--- config.mk ---
export PLATFORM = sky130hd
export DESIGN_NAME = layer_zorder_manager_top_flat
export DESIGN_NICKNAME = d
export VERILOG_FILES = /design/src/design/lzm_pkg.sv /design/src/design/lzm_ifs.sv /design/src/design/lzm_ctrl.sv /design/src/design/lzm_dpath.sv /design/src/design/layer_zorder_manager_top.sv /design/src/flat_wrapper.sv
export SDC_FILE = /design/constraint.sdc
export NUM_CORES = 2
export LEC_CHECK = 0
export BUFFER_PORTS_ARGS = -buffer_cell sky130_fd_sc_hd__buf_2
export CAP_MARGIN = 10
export CORE_ASPECT_RATIO = 2
export CORE_MARGIN = 3
export CORE_UTILIZATION = 40
export DETAILED_ROUTE_END_ITERATION = 6
export SETUP_SLACK_MARGIN = 0.15
export SYNTH_ARGS = -nofsm -noshare
export SYNTH_HDL_FRONTEND = slang
export SYNTH_MEMORY_MAX_BITS = 65536
export SYNTH_SLANG_ARGS = --single-unit
--- constraint.sdc ---
create_clock -name i_clk -period 32.2 [get_ports i_clk]
set_clock_uncertainty 0.05 [all_clocks]
set_input_delay 3.22 -clock i_clk [delete_from_list [all_inputs] [get_ports i_clk]]
set_output_delay 3.22 -clock i_clk [all_outputs]
set_load 0.02 [all_outputs]
--- src/design/lzm_pkg.sv ---
`timescale 1ns / 1ps

package lzm_pkg;

    localparam int LAYER_W = 8;
    localparam int HGT_W   = 9;
    localparam int CNT_W   = 9;

    localparam logic [1:0] OP_ALLOC = 2'd0;
    localparam logic [1:0] OP_SET   = 2'd1;
    localparam logic [1:0] OP_FREE  = 2'd2;

    localparam logic [2:0] RES_REFUSE     = 3'd0;
    localparam logic [2:0] RES_ALLOC_OK   = 3'd1;
    localparam logic [2:0] RES_ALLOC_FAIL = 3'd2;
    localparam logic [2:0] RES_NOCHG      = 3'd3;
    localparam logic [2:0] RES_MOVED      = 3'd4;
    localparam logic [2:0] RES_FREED      = 3'd5;

    typedef struct packed {
        logic       load;
        logic       clr_wr;
        logic       k_inc;
        logic       alloc_take;
        logic       plan;
        logic       sh_wr;
        logic       fin_wr;
        logic       free_fin;
        logic       res_set;
        logic [2:0] res_code;
        logic       out_load;
    } t_cmd;

    typedef struct packed {
        logic       clr_last;
        logic       k_last;
        logic       used_rd;
        logic [1:0] op;
        logic       id_ok;
        logic       hid_old;
        logic       nochg;
        logic       loop;
        logic       sh_last;
        logic       out_busy;
    } t_sts;

endpackage

--- src/design/lzm_ifs.sv ---
`timescale 1ns / 1ps

interface lzm_req_if;
    logic              valid;
    logic              ready;
    logic [1:0]        opcode;
    logic [7:0]        layer_id;
    logic signed [8:0] new_height;

    modport source (output valid, output opcode, output layer_id, output new_height,
                    input ready);
    modport sink (input valid, input opcode, input layer_id, input new_height,
                  output ready);
endinterface

interface lzm_rsp_if;
    logic              valid;
    logic              ready;
    logic [7:0]        result_layer;
    logic              ok;
    logic signed [8:0] applied_height;
    logic [8:0]        visible_count;
    logic              refresh_needed;

    modport source (output valid, output result_layer, output ok, output applied_height,
                    output visible_count, output refresh_needed, input ready);
    modport sink (input valid, input result_layer, input ok, input applied_height,
                  input visible_count, input refresh_needed, output ready);
endinterface

--- src/design/lzm_ctrl.sv ---
`timescale 1ns / 1ps

module lzm_ctrl (
    input  logic          i_clk,
    input  logic          i_rst_n,
    input  logic          i_in_valid,
    output logic          o_in_ready,
    input  lzm_pkg::t_sts i_sts,
    output lzm_pkg::t_cmd o_cmd
);

    localparam logic [3:0] S_CLR      = 4'd0;
    localparam logic [3:0] S_IDLE     = 4'd1;
    localparam logic [3:0] S_DEC      = 4'd2;
    localparam logic [3:0] S_SCAN_CHK = 4'd3;
    localparam logic [3:0] S_SCAN_RD  = 4'd4;
    localparam logic [3:0] S_CHK_ID   = 4'd5;
    localparam logic [3:0] S_SH_RD    = 4'd6;
    localparam logic [3:0] S_SH_WR    = 4'd7;
    localparam logic [3:0] S_FINAL    = 4'd8;
    localparam logic [3:0] S_DONE     = 4'd9;

    logic [3:0] r_state;
    logic [3:0] n_state;

    always_ff @(posedge i_clk) begin
        if (!i_rst_n) begin
            r_state <= S_CLR;
        end else begin
            r_state <= n_state;
        end
    end

    assign o_in_ready = (r_state == S_IDLE);

    always_comb begin
        n_state = r_state;
        o_cmd   = '0;
        unique case (r_state)
            S_CLR: begin
                o_cmd.clr_wr = 1'b1;
                if (i_sts.clr_last) begin
                    n_state = S_IDLE;
                end
            end
            S_IDLE: begin
                if (i_in_valid) begin
                    o_cmd.load = 1'b1;
                    n_state    = S_DEC;
                end
            end
            S_DEC: begin
                if (i_sts.op == lzm_pkg::OP_ALLOC) begin
                    n_state = S_SCAN_CHK;
                end else if ((i_sts.op == lzm_pkg::OP_SET || i_sts.op == lzm_pkg::OP_FREE)
                             && i_sts.id_ok) begin
                    n_state = S_CHK_ID;
                end else begin
                    o_cmd.res_set  = 1'b1;
                    o_cmd.res_code = lzm_pkg::RES_REFUSE;
                    n_state        = S_DONE;
                end
            end
            S_SCAN_CHK: begin
                if (!i_sts.used_rd) begin
                    o_cmd.alloc_take = 1'b1;
                    o_cmd.res_set    = 1'b1;
                    o_cmd.res_code   = lzm_pkg::RES_ALLOC_OK;
                    n_state          = S_DONE;
                end else if (i_sts.k_last) begin
                    o_cmd.res_set  = 1'b1;
                    o_cmd.res_code = lzm_pkg::RES_ALLOC_FAIL;
                    n_state        = S_DONE;
                end else begin
                    o_cmd.k_inc = 1'b1;
                    n_state     = S_SCAN_RD;
                end
            end
            S_SCAN_RD: begin
                n_state = S_SCAN_CHK;
            end
            S_CHK_ID: begin
                if (!i_sts.used_rd) begin
                    o_cmd.res_set  = 1'b1;
                    o_cmd.res_code = lzm_pkg::RES_REFUSE;
                    n_state        = S_DONE;
                end else if (i_sts.op == lzm_pkg::OP_FREE && i_sts.hid_old) begin
                    o_cmd.free_fin = 1'b1;
                    o_cmd.res_set  = 1'b1;
                    o_cmd.res_code = lzm_pkg::RES_FREED;
                    n_state        = S_DONE;
                end else begin
                    o_cmd.plan = 1'b1;
                    if (i_sts.nochg) begin
                        o_cmd.res_set  = 1'b1;
                        o_cmd.res_code = lzm_pkg::RES_NOCHG;
                        n_state        = S_DONE;
                    end else if (i_sts.loop) begin
                        n_state = S_SH_RD;
                    end else begin
                        n_state = S_FINAL;
                    end
                end
            end
            S_SH_RD: begin
                n_state = S_SH_WR;
            end
            S_SH_WR: begin
                o_cmd.sh_wr = 1'b1;
                n_state     = i_sts.sh_last ? S_FINAL : S_SH_RD;
            end
            S_FINAL: begin
                o_cmd.fin_wr   = 1'b1;
                o_cmd.free_fin = (i_sts.op == lzm_pkg::OP_FREE);
                o_cmd.res_set  = 1'b1;
                o_cmd.res_code = lzm_pkg::RES_MOVED;
                n_state        = S_DONE;
            end
            S_DONE: begin
                if (!i_sts.out_busy) begin
                    o_cmd.out_load = 1'b1;
                    n_state        = S_IDLE;
                end
            end
            default: begin
                n_state = S_IDLE;
            end
        endcase
    end

endmodule

--- src/design/lzm_dpath.sv ---
`timescale 1ns / 1ps

module lzm_dpath #(
    parameter int NUM_LAYERS = 256
) (
    input  logic              i_clk,
    input  logic              i_rst_n,
    input  lzm_pkg::t_cmd     i_cmd,
    output lzm_pkg::t_sts     o_sts,
    input  logic [1:0]        i_opcode,
    input  logic [7:0]        i_layer_id,
    input  logic signed [8:0] i_new_height,
    input  logic              i_out_ready,
    output logic              o_out_valid,
    output logic [7:0]        o_result_layer,
    output logic              o_ok,
    output logic signed [8:0] o_applied_height,
    output logic [8:0]        o_visible_count,
    output logic              o_refresh_needed
);

    localparam int IW = (NUM_LAYERS > 1) ? $clog2(NUM_LAYERS) : 1;

    logic                    r_used_mem [NUM_LAYERS];
    logic signed [8:0]       r_hgt_mem  [NUM_LAYERS];
    logic [7:0]              r_seq_mem  [NUM_LAYERS];

    logic [1:0]              r_op;
    logic [7:0]              r_id;
    logic signed [8:0]       r_hraw;
    logic [IW-1:0]           r_k;
    logic [8:0]              r_cnt;
    logic                    r_used_rd;
    logic signed [8:0]       r_hgt_rd;
    logic [7:0]              r_seq_rd;
    logic signed [9:0]       r_req;
    logic signed [9:0]       r_old;
    logic signed [9:0]       r_j;
    logic signed [9:0]       r_stop;
    logic                    r_down;

    logic [7:0]              r_rs_layer;
    logic                    r_rs_ok;
    logic signed [8:0]       r_rs_app;
    logic                    r_rs_ref;

    logic                    r_out_vld;
    logic [7:0]              r_out_layer;
    logic                    r_out_ok;
    logic signed [8:0]       r_out_app;
    logic [8:0]              r_out_cnt;
    logic                    r_out_ref;

    logic [IW-1:0]           w_id_idx;
    logic [IW-1:0]           w_used_addr;
    logic signed [9:0]       w_old;
    logic signed [9:0]       w_cnt_s;
    logic signed [9:0]       w_limit;
    logic signed [9:0]       w_reqr;
    logic signed [9:0]       w_reqc;
    logic                    w_full;
    logic                    w_down;
    logic signed [9:0]       w_start;
    logic signed [9:0]       w_stop;
    logic signed [9:0]       w_src;

    assign w_id_idx    = IW'(r_id);
    assign w_used_addr = (r_op == lzm_pkg::OP_ALLOC) ? r_k : w_id_idx;
    assign w_old       = 10'(r_hgt_rd);
    assign w_cnt_s     = signed'({1'b0, r_cnt});
    assign w_limit     = (w_old >= 0) ? (w_cnt_s - 10'sd1) : w_cnt_s;
    assign w_reqr      = 10'(r_hraw);

    always_comb begin
        if (r_op == lzm_pkg::OP_FREE) begin
            w_reqc = -10'sd1;
        end else if (w_reqr > w_limit) begin
            w_reqc = w_limit;
        end else if (w_reqr < -10'sd1) begin
            w_reqc = -10'sd1;
        end else begin
            w_reqc = w_reqr;
        end
    end

    assign w_full  = (w_old < 0) && ({23'b0, r_cnt} >= NUM_LAYERS);
    assign w_down  = !((w_old >= 0) && ((w_reqc > w_old) || (w_reqc < 0)));
    assign w_start = (w_old < 0) ? w_cnt_s : w_old;
    assign w_stop  = (w_reqc < 0) ? (w_cnt_s - 10'sd1) : w_reqc;
    assign w_src   = r_down ? (r_j - 10'sd1) : (r_j + 10'sd1);

    assign o_sts.clr_last = (r_k == IW'(NUM_LAYERS - 1));
    assign o_sts.k_last   = (r_k == IW'(NUM_LAYERS - 1));
    assign o_sts.used_rd  = r_used_rd;
    assign o_sts.op       = r_op;
    assign o_sts.id_ok    = ({24'b0, r_id} < NUM_LAYERS);
    assign o_sts.hid_old  = (r_hgt_rd < 0);
    assign o_sts.nochg    = (w_reqc == w_old) || w_full;
    assign o_sts.loop     = w_down ? (w_start > w_reqc) : (w_start < w_stop);
    assign o_sts.sh_last  = r_down ? ((r_j - 10'sd1) == r_req) : ((r_j + 10'sd1) == r_stop);
    assign o_sts.out_busy = r_out_vld && !i_out_ready;

    // memories
    always_ff @(posedge i_clk) begin
        if (i_cmd.clr_wr) begin
            r_used_mem[r_k] <= 1'b0;
        end else if (i_cmd.alloc_take) begin
            r_used_mem[r_k] <= 1'b1;
        end else if (i_cmd.free_fin) begin
            r_used_mem[w_id_idx] <= 1'b0;
        end
        r_used_rd <= r_used_mem[w_used_addr];
    end

    always_ff @(posedge i_clk) begin
        if (i_cmd.sh_wr) begin
            r_hgt_mem[IW'(r_seq_rd)] <= 9'(r_j);
        end else if (i_cmd.fin_wr) begin
            r_hgt_mem[w_id_idx] <= 9'(r_req);
        end else if (i_cmd.alloc_take) begin
            r_hgt_mem[r_k] <= -9'sd1;
        end else if (i_cmd.free_fin) begin
            r_hgt_mem[w_id_idx] <= -9'sd1;
        end
        r_hgt_rd <= r_hgt_mem[w_id_idx];
    end

    always_ff @(posedge i_clk) begin
        if (i_cmd.sh_wr) begin
            r_seq_mem[IW'(r_j)] <= r_seq_rd;
        end else if (i_cmd.fin_wr && (r_req >= 0)) begin
            r_seq_mem[IW'(r_req)] <= r_id;
        end
        r_seq_rd <= r_seq_mem[IW'(w_src)];
    end

    // control registers
    always_ff @(posedge i_clk) begin
        if (!i_rst_n) begin
            r_k       <= '0;
            r_cnt     <= '0;
            r_out_vld <= 1'b0;
        end else begin
            if (i_cmd.load) begin
                r_k <= '0;
            end else if (i_cmd.clr_wr || i_cmd.k_inc) begin
                r_k <= r_k + 1'b1;
            end
            if (i_cmd.fin_wr) begin
                if (r_old < 0) begin
                    r_cnt <= r_cnt + 9'd1;
                end else if (r_req < 0) begin
                    r_cnt <= r_cnt - 9'd1;
                end
            end
            if (i_cmd.out_load) begin
                r_out_vld <= 1'b1;
            end else if (i_out_ready) begin
                r_out_vld <= 1'b0;
            end
        end
    end

    // payload registers
    always_ff @(posedge i_clk) begin
        if (i_cmd.load) begin
            r_op   <= i_opcode;
            r_id   <= i_layer_id;
            r_hraw <= i_new_height;
        end
        if (i_cmd.plan) begin
            r_req  <= w_reqc;
            r_old  <= w_old;
            r_j    <= w_start;
            r_stop <= w_stop;
            r_down <= w_down;
        end else if (i_cmd.sh_wr) begin
            r_j <= w_src;
        end
        if (i_cmd.res_set) begin
            case (i_cmd.res_code)
                lzm_pkg::RES_ALLOC_OK: begin
                    r_rs_layer <= 8'(r_k);
                    r_rs_ok    <= 1'b1;
                    r_rs_app   <= -9'sd1;
                    r_rs_ref   <= 1'b0;
                end
                lzm_pkg::RES_ALLOC_FAIL: begin
                    r_rs_layer <= 8'd0;
                    r_rs_ok    <= 1'b0;
                    r_rs_app   <= -9'sd1;
                    r_rs_ref   <= 1'b0;
                end
                lzm_pkg::RES_NOCHG: begin
                    r_rs_layer <= r_id;
                    r_rs_ok    <= 1'b1;
                    r_rs_app   <= r_hgt_rd;
                    r_rs_ref   <= 1'b0;
                end
                lzm_pkg::RES_MOVED: begin
                    r_rs_layer <= r_id;
                    r_rs_ok    <= 1'b1;
                    r_rs_app   <= 9'(r_req);
                    r_rs_ref   <= 1'b1;
                end
                lzm_pkg::RES_FREED: begin
                    r_rs_layer <= r_id;
                    r_rs_ok    <= 1'b1;
                    r_rs_app   <= -9'sd1;
                    r_rs_ref   <= 1'b0;
                end
                default: begin
                    r_rs_layer <= r_id;
                    r_rs_ok    <= 1'b0;
                    r_rs_app   <= -9'sd1;
                    r_rs_ref   <= 1'b0;
                end
            endcase
        end
        if (i_cmd.out_load) begin
            r_out_layer <= r_rs_layer;
            r_out_ok    <= r_rs_ok;
            r_out_app   <= r_rs_app;
            r_out_cnt   <= r_cnt;
            r_out_ref   <= r_rs_ref;
        end
    end

    assign o_out_valid      = r_out_vld;
    assign o_result_layer   = r_out_layer;
    assign o_ok             = r_out_ok;
    assign o_applied_height = r_out_app;
    assign o_visible_count  = r_out_cnt;
    assign o_refresh_needed = r_out_ref;

endmodule

--- src/design/layer_zorder_manager_top.sv ---
`timescale 1ns / 1ps
// Layer z-order manager: pool of NUM_LAYERS layers and the bottom-to-top
// order of the visible ones.
// Channels: i_req carries one item (opcode, layer_id, new_height) per
// operation; o_rsp returns exactly one result item per request item.
// Work done from request accept to result valid:
//   allocate  : a scan up to the lowest free layer
//   set height: a shift of each slot passed in the visible order;
//               no shift when the height does not change
//   free      : same as set height to -1, no shift for a hidden layer
//   refusals  : unknown opcode at decode, layer not in use after a read
// One item is worked at a time; the shift loop moves one slot per pass
// (one registered read and one write of the order memory), and that loop
// sets the throughput.
// Reset: a clearing pass over all layers marks every layer free; no
// request is accepted during it.
// A finished result sits in the output register; the next request is
// accepted while it waits, and that request's result holds until the
// receiver takes the earlier one.
module layer_zorder_manager_top #(
    parameter int NUM_LAYERS = 256
) (
    input logic       i_clk,
    input logic       i_rst_n,
    lzm_req_if.sink   i_req,
    lzm_rsp_if.source o_rsp
);

    lzm_pkg::t_cmd w_cmd;
    lzm_pkg::t_sts w_sts;
    logic          w_in_ready;

    assign i_req.ready = w_in_ready;

    lzm_ctrl u_ctrl (
        .i_clk      (i_clk),
        .i_rst_n    (i_rst_n),
        .i_in_valid (i_req.valid),
        .o_in_ready (w_in_ready),
        .i_sts      (w_sts),
        .o_cmd      (w_cmd)
    );

    lzm_dpath #(
        .NUM_LAYERS (NUM_LAYERS)
    ) u_dpath (
        .i_clk            (i_clk),
        .i_rst_n          (i_rst_n),
        .i_cmd            (w_cmd),
        .o_sts            (w_sts),
        .i_opcode         (i_req.opcode),
        .i_layer_id       (i_req.layer_id),
        .i_new_height     (i_req.new_height),
        .i_out_ready      (o_rsp.ready),
        .o_out_valid      (o_rsp.valid),
        .o_result_layer   (o_rsp.result_layer),
        .o_ok             (o_rsp.ok),
        .o_applied_height (o_rsp.applied_height),
        .o_visible_count  (o_rsp.visible_count),
        .o_refresh_needed (o_rsp.refresh_needed)
    );

endmodule

--- src/flat_wrapper.sv ---
// flat-port wrapper written by rule: the top's interface ports become plain ports
module layer_zorder_manager_top_flat 
#(
    parameter int NUM_LAYERS = 256
)
  (i_clk, i_rst_n, i_req_valid, i_req_opcode, i_req_layer_id, i_req_new_height, i_req_ready, o_rsp_valid, o_rsp_result_layer, o_rsp_ok, o_rsp_applied_height, o_rsp_visible_count, o_rsp_refresh_needed, o_rsp_ready);
  lzm_req_if i_req_i ();
  lzm_rsp_if o_rsp_i ();
  input logic i_clk;
  input logic i_rst_n;
  input wire logic [$bits(i_req_i.valid)-1:0] i_req_valid;
  input wire logic [$bits(i_req_i.opcode)-1:0] i_req_opcode;
  input wire logic [$bits(i_req_i.layer_id)-1:0] i_req_layer_id;
  input wire logic [$bits(i_req_i.new_height)-1:0] i_req_new_height;
  output wire logic [$bits(i_req_i.ready)-1:0] i_req_ready;
  output wire logic [$bits(o_rsp_i.valid)-1:0] o_rsp_valid;
  output wire logic [$bits(o_rsp_i.result_layer)-1:0] o_rsp_result_layer;
  output wire logic [$bits(o_rsp_i.ok)-1:0] o_rsp_ok;
  output wire logic [$bits(o_rsp_i.applied_height)-1:0] o_rsp_applied_height;
  output wire logic [$bits(o_rsp_i.visible_count)-1:0] o_rsp_visible_count;
  output wire logic [$bits(o_rsp_i.refresh_needed)-1:0] o_rsp_refresh_needed;
  input wire logic [$bits(o_rsp_i.ready)-1:0] o_rsp_ready;
  assign i_req_i.valid = i_req_valid;
  assign i_req_i.opcode = i_req_opcode;
  assign i_req_i.layer_id = i_req_layer_id;
  assign i_req_i.new_height = i_req_new_height;
  assign i_req_ready = i_req_i.ready;
  assign o_rsp_valid = o_rsp_i.valid;
  assign o_rsp_result_layer = o_rsp_i.result_layer;
  assign o_rsp_ok = o_rsp_i.ok;
  assign o_rsp_applied_height = o_rsp_i.applied_height;
  assign o_rsp_visible_count = o_rsp_i.visible_count;
  assign o_rsp_refresh_needed = o_rsp_i.refresh_needed;
  assign o_rsp_i.ready = o_rsp_ready;
  layer_zorder_manager_top #(.NUM_LAYERS(NUM_LAYERS)) u_core (.i_clk(i_clk), .i_rst_n(i_rst_n), .i_req(i_req_i), .o_rsp(o_rsp_i));
endmodule
### Word level (Yosys, flattened, before mapping)

Memory sizes are Yosys's and may differ from the RTL's. A register that Yosys moved wholly into a read port is not among the register bits.
Index checks and enable logic that the tools add are counted.

* register bits after elaboration: 128
* output and inout port bits: 30
* memory bits (writable): 4608
* memories kept: 3
* input port bits: 23
* logic and storage cells: 187

Memory list
* u_core.u_dpath.r_hgt_mem: words 256, bits a word 9, rd ports 1, clocked after Yosys merged registers in 1, wr ports 1, line lzm_dpath.sv:25 `logic signed [8:0] r_hgt_mem [NUM_LAYERS];`
* u_core.u_dpath.r_seq_mem: words 256, bits a word 8, rd ports 1, clocked after Yosys merged registers in 1, wr ports 1, line lzm_dpath.sv:26 `logic [7:0] r_seq_mem [NUM_LAYERS];`
* u_core.u_dpath.r_used_mem: words 256, bits a word 1, rd ports 1, clocked after Yosys merged registers in 1, wr ports 1, line lzm_dpath.sv:24 `logic r_used_mem [NUM_LAYERS];`

* bitwise logic cells: 3
* magnitude comparators: 12
* multiplexer cells: 95
* reductions and logical operators: 24
* $add $sub $neg: 6
* equality and inequality tests: 23

Operators with widths (number)
* $mux 10: 9
* $mux 4: 19
* $mux 1: 50
* $mux 8: 6
* $mux 9: 5
* $pmux 4 s10: 1
* $lt 9x1->1 const B: 3
* $eq 10x10->1: 2
* $lt 10x1->1 const B: 2
* $pmux 9 s2: 1
* $reduce_or 9->1: 2
* $eq 4x3->1 const B: 4
* $pmux 4 s4: 1
* $pmux 8 s2: 1
* $add 10x2->10 const B: 1
* $eq 10x9->1: 1
* $ge 10x1->1 const B: 1
* $gt 10x10->1: 1
* $gt 10x9->1: 1
* $gt 9x10->1: 1
* $lt 10x10->1: 1
* $sub 10x2->10 const B: 1
* $sub 9x1->10 const B: 1
* $add 9x1->9 const B: 1
* 30 further kinds: 47

### Logic depth before layout (Yosys ltp)

* depth after elaboration: 14
* mapped depth: 26
* mapped depth without buffers: 24

### Modules after synthesis

From an unflattened synthesis, not the netlist that was laid out.

* cell total of the unflattened synthesis: 9267
* area total of the unflattened synthesis: 187986.5 um2

Modules (own cells, without submodules)
* lzm_dpath: area an instance 187483.6 um2, times used 1, cells an instance 9199
* lzm_ctrl: area an instance 503.0 um2, times used 1, cells an instance 68

### Least setup slack after synthesis

OpenSTA, ideal clock, no wires.

* path kind: register -> register
* start: register u_core.u_ctrl.r_state[2]
* end: memory u_core.u_dpath.r_seq_mem[0][2] (data pin)
* period minus slack after synthesis: 13.505 ns
* data arrival time: 11.266 ns
* setup slack: 18.695 ns
* required time: 29.961 ns
* cell stages (with the launch flop): 8
* setup time: 2.189 ns
* path through: dfxtp_1 clkbuf_2 nor2_1 and3_1 clkbuf_1 nand2b_1 clkbuf_1 o21ai_0

* longest elaborated chain between the ends: 8

Ends and longest elaborated chain
* start: declaration: line lzm_ctrl.sv:23 `logic [3:0] r_state;`
* start signal: assignment: line lzm_ctrl.sv:30 `r_state <= n_state;`
* $eq 4x4->1: line lzm_ctrl.sv:39 `unique case (r_state)`
* $mux 1: line lzm_ctrl.sv:39
* $logic_and 1x1->1: line lzm_dpath.sv:131 `end else if (i_cmd.fin_wr && (r_req >= 0)) begin`
* $mux 1: line lzm_dpath.sv:131
* $mux 1 *: line lzm_dpath.sv:129 `if (i_cmd.sh_wr) begin`
* $mux 1 (implied by the code) *: line lzm_dpath.sv:132 `r_seq_mem[IW'(r_req)] <= r_id;`
* $reduce_or 8->1 (no line) *
* $mux 8 (no line) *
* end: declaration: line lzm_dpath.sv:26

Mark *: on every way between the ends. The rest lies on a longest branch, timed or not.

==> reports/qor.yml <==
setup_path:
  startpoint: "u_core.u_dpath.r_cnt[0]"
  critPathKind: "reg -> reg"
  setup.worst_path.end: "u_core.u_dpath.r_hgt_mem[115][6]"
  crit_fanout: 104
  critical_path_arrival_ps: 10260
  critical_path_required_ps: 32720
  rr_endpoint: "u_core.u_dpath.r_hgt_mem[115][6]"
  reg2reg_depth: 22
  rrSetupSlack_ps: 22460
  end_kind: "flop"
  r2r-start: "u_core.u_dpath.r_cnt[0]"
  cp-start-kind: "flop"
flow_run:
  drv_cap: 0
timing:
  slew_violations: 0
  final-hold-violation-count: 0
  period_needed_ps: 9740
  clock.fmax_mhz: 103
  fin_ws_ps: 22460
  rsz0062_at_grt: "false"
  tightest_slew_ps: 1420
  finalSetupViolCount: 0
  max_slew_margin: 0.0482
  setup_tns_ps: 0
  finalCritPeriodShare: 0.302
clock_tree:
  clock_path_buffers: 4
  clock_latency_ps: 990
  cts_buffers: 408
  post-cts-setup-buffers: 0
  cts_resized: 0
  cts-root-buf: "clkbuf_16"
  cts_tree: "yes"
  htreeDepth: 5
  cts_hold_buffers: 0
  cts.sinks: 4746
  cts.clk_slew.worst_paths_ps: 70
synthesis:
  synth_area_um2: 188000
  synth_fp_nets: 9177
  ys_ff_latch: 4746
  synth-main-ff-cell: "edfxtp_1"
  ys_seq_area_frac: 0.756
  yosysWarnings: 0
  ys_types: 80
  synth_area_per_cell_um2: 20.7
  synth-edff-count: 4706
  async_reset_ff_frac: 0
  synth_cells: 9101
pwr:
  power_density_nw_per_um2: 55.9
  p_leak_nw: 64.0
  vdd_drop_max_mv: 0.0514
placement:
  placement.io_buffers: 52
  pre_cts_slack_ps: 22560
  postPlaceCellArea_um2: 196000
  hpwl_mm: 336
  gp_congestion: 0.894
  placed_cells: 15100
layout:
  fin_area_um2: 210000
  final_util: 0.448
  area_growth_pct: 11.4
  layout_commonest_cell: "edfxtp_1"
  final_cells: 15900
  fin_nets: 9336
  drive_gt1_frac: 0.248
  final_cell_mix: "edfxtp_1 (4706), mux4_2 (1332), nor2_1 (844)"
floorplanning:
  die_y_um: 976
  fp.dieArea_um2: 479000
  coreArea_um2: 468000
  rows: 355
  chipWidth_um: 491
  initial_core_util: 0.402
  io_pins: 53
drt:
  routed_wl_mm: 516
  dr.pass1.iters: 6
  wire_per_inst_um: 32.6
  vias_per_cell: 5.77
  vias: 91500
  drtAntennaViolNets: 0
  drt_iter0_drc: 9045
  drcViolationCount: 0
worst_hold_path:
  hold_path.class: "reg -> reg"
global_routing:
  groute.usage.overall: 0.213
  grt_pass1_wl_mm: 732
  grt_max_degree: 177
  antenna_found_initial: 22
  grt.overflow.total: 0
  grt_pass1_vias: 96800
outcome:
  status: "finished clean"
-- flip-flops by register name, indices dropped and copies added, names as in the netlist, 2 cells and up --
name                             count
u_core.u_dpath.r_hgt_mem          2304
u_core.u_dpath.r_seq_mem          2048
u_core.u_dpath.r_used_mem          256
u_core.u_dpath.r_j                  10
u_core.u_dpath.r_req                10
u_core.u_dpath.r_stop               10
u_core.u_dpath.o_applied_height      9
u_core.u_dpath.o_visible_count       9
u_core.u_dpath.r_cnt                 9
u_core.u_dpath.r_hgt_rd              9
u_core.u_dpath.r_hraw                9
u_core.u_dpath.r_rs_app              9
u_core.u_dpath.o_result_layer        8
u_core.u_dpath.r_id                  8
u_core.u_dpath.r_k                   8
u_core.u_dpath.r_rs_layer            8
u_core.u_dpath.r_seq_rd              8
u_core.u_ctrl.r_state                4
u_core.u_dpath.r_op                  2
-- cell usage after synthesis (19+ instances only) --
master / instances / area [um^2]
mux2i_1: 86 / 861
clkbuf_1: 275 / 1030
dfxtp_1: 40 / 801
edfxtp_1: 4706 / 141000
ha_1: 52 / 651
inv_1: 51 / 191
and3_1: 106 / 663
nand2_1: 473 / 1780
nor3_1: 19 / 95.1
a21oi_1: 72 / 360
o32ai_1: 19 / 166
xnor2_1: 31 / 272
a221o_1: 19 / 190
nand2b_1: 25 / 156
xor2_1: 20 / 175
mux2_2: 20 / 225
buf_2: 205 / 1030
a22oi_1: 38 / 285
a211oi_1: 116 / 871
a31oi_1: 38 / 238
nor2_1: 849 / 3190
nand3_1: 76 / 380
mux4_2: 1332 / 30000
buf_1: 41 / 154
o21ai_0: 71 / 355
buf_4: 34 / 255
-- worst max-delay path, stage by stage, from the launching register on --
cell      delay [ps]
dfxtp_1          420
inv_1            170
ha_1             260
nand3_1          160
or3_1            380
nor2_1           140
xnor2_1          130
ha_1             340
nand4_1          150
nor3_1           330
a221oi_2         170
nor2_1           890
a21oi_1          360
nand2b_1         300
ha_1             340
nand4_1          160
or3_1            540
a21oi_1          230
nor2_1           100
nor3_2           930
a221o_4          740
buf_4            930
buf_4            880
-- how the worst min path moves through the flow --
| stage | startpoint | endpoint | cells after the start | slack, ps |
|---|---|---|---|---|
| floorplan | u_core.u_dpath.r_rs_app[0] | u_core.u_dpath.o_applied_height[0] | 0 | 350 |
| global placement | u_core.u_dpath.r_rs_app[5] | u_core.u_dpath.o_applied_height[5] | 0 | 360 |
| detailed placement | u_core.u_dpath.r_rs_app[0] | u_core.u_dpath.o_applied_height[0] | 0 | 370 |
| CTS | u_core.u_dpath.r_rs_layer[0] | u_core.u_dpath.o_result_layer[0] | 0 | 380 |
| global route | u_core.u_dpath.r_rs_layer[5] | u_core.u_dpath.o_result_layer[5] | 0 | 390 |
| finish | u_core.u_dpath.r_rs_layer[0] | u_core.u_dpath.o_result_layer[0] | 0 | 380 |
-- routing by layer --
metal | vias to the layer above | global-route usage | routed length, um
met5 | - | 0 | 76
met4 | 12 | 0.124 | 34200
met3 | 1047 | 0.0291 | 26000
met2 | 3307 | 0.404 | 289000
met1 | 49300 | 0.223 | 167000
li1 | 37800 | - | -
-- kinds of logic (layout without fill, tap and decap cells) --
group	Yosys count	count (layout)	share of synthesized area
AO/OA/AOI/OAI	555	555	0.0213
multiplexers	1439	1439	0.165
flip-flops	4746	4746	0.756
XOR/XNOR	54	54	0.00264
adder cells (fa/ha/maj)	53	53	0.00357
buffers and inverters	616	1111	0.0146
AND/OR/NAND/NOR	1638	1638	0.0367
other	0	17	0
-- through the flow --
step	total power, mW	hold WS [ps]
after CTS	11.8	384
after global placement	6.84	361
after floorplan	6.83	350
after detailed placement	6.84	365
after global routing	12.0	395
final	11.7	381
-- power by group --
| part | switching (mW) | internal (mW) |
|---|---|---|
| clock network | 2.28 | 2.73 |
| registers | 0.00139 | 6.68 |
| logic | 0.0149 | 0.00482 |
-- final cells by class --
| type | count | area [um^2] |
|---|---|---|
| antenna | 17 | 42.5 |
| clock buffer | 483 | 10600 |
| clock inverter | 263 | 2770 |
| fill | 39000 | 258000 |
| inverter | 54 | 210 |
| multi-input combinational | 3739 | 43600 |
| sequential | 4746 | 142000 |
| tap | 6247 | 7820 |
| timing repair buffer | 311 | 2360 |
(Power assumes the default switching activity.)
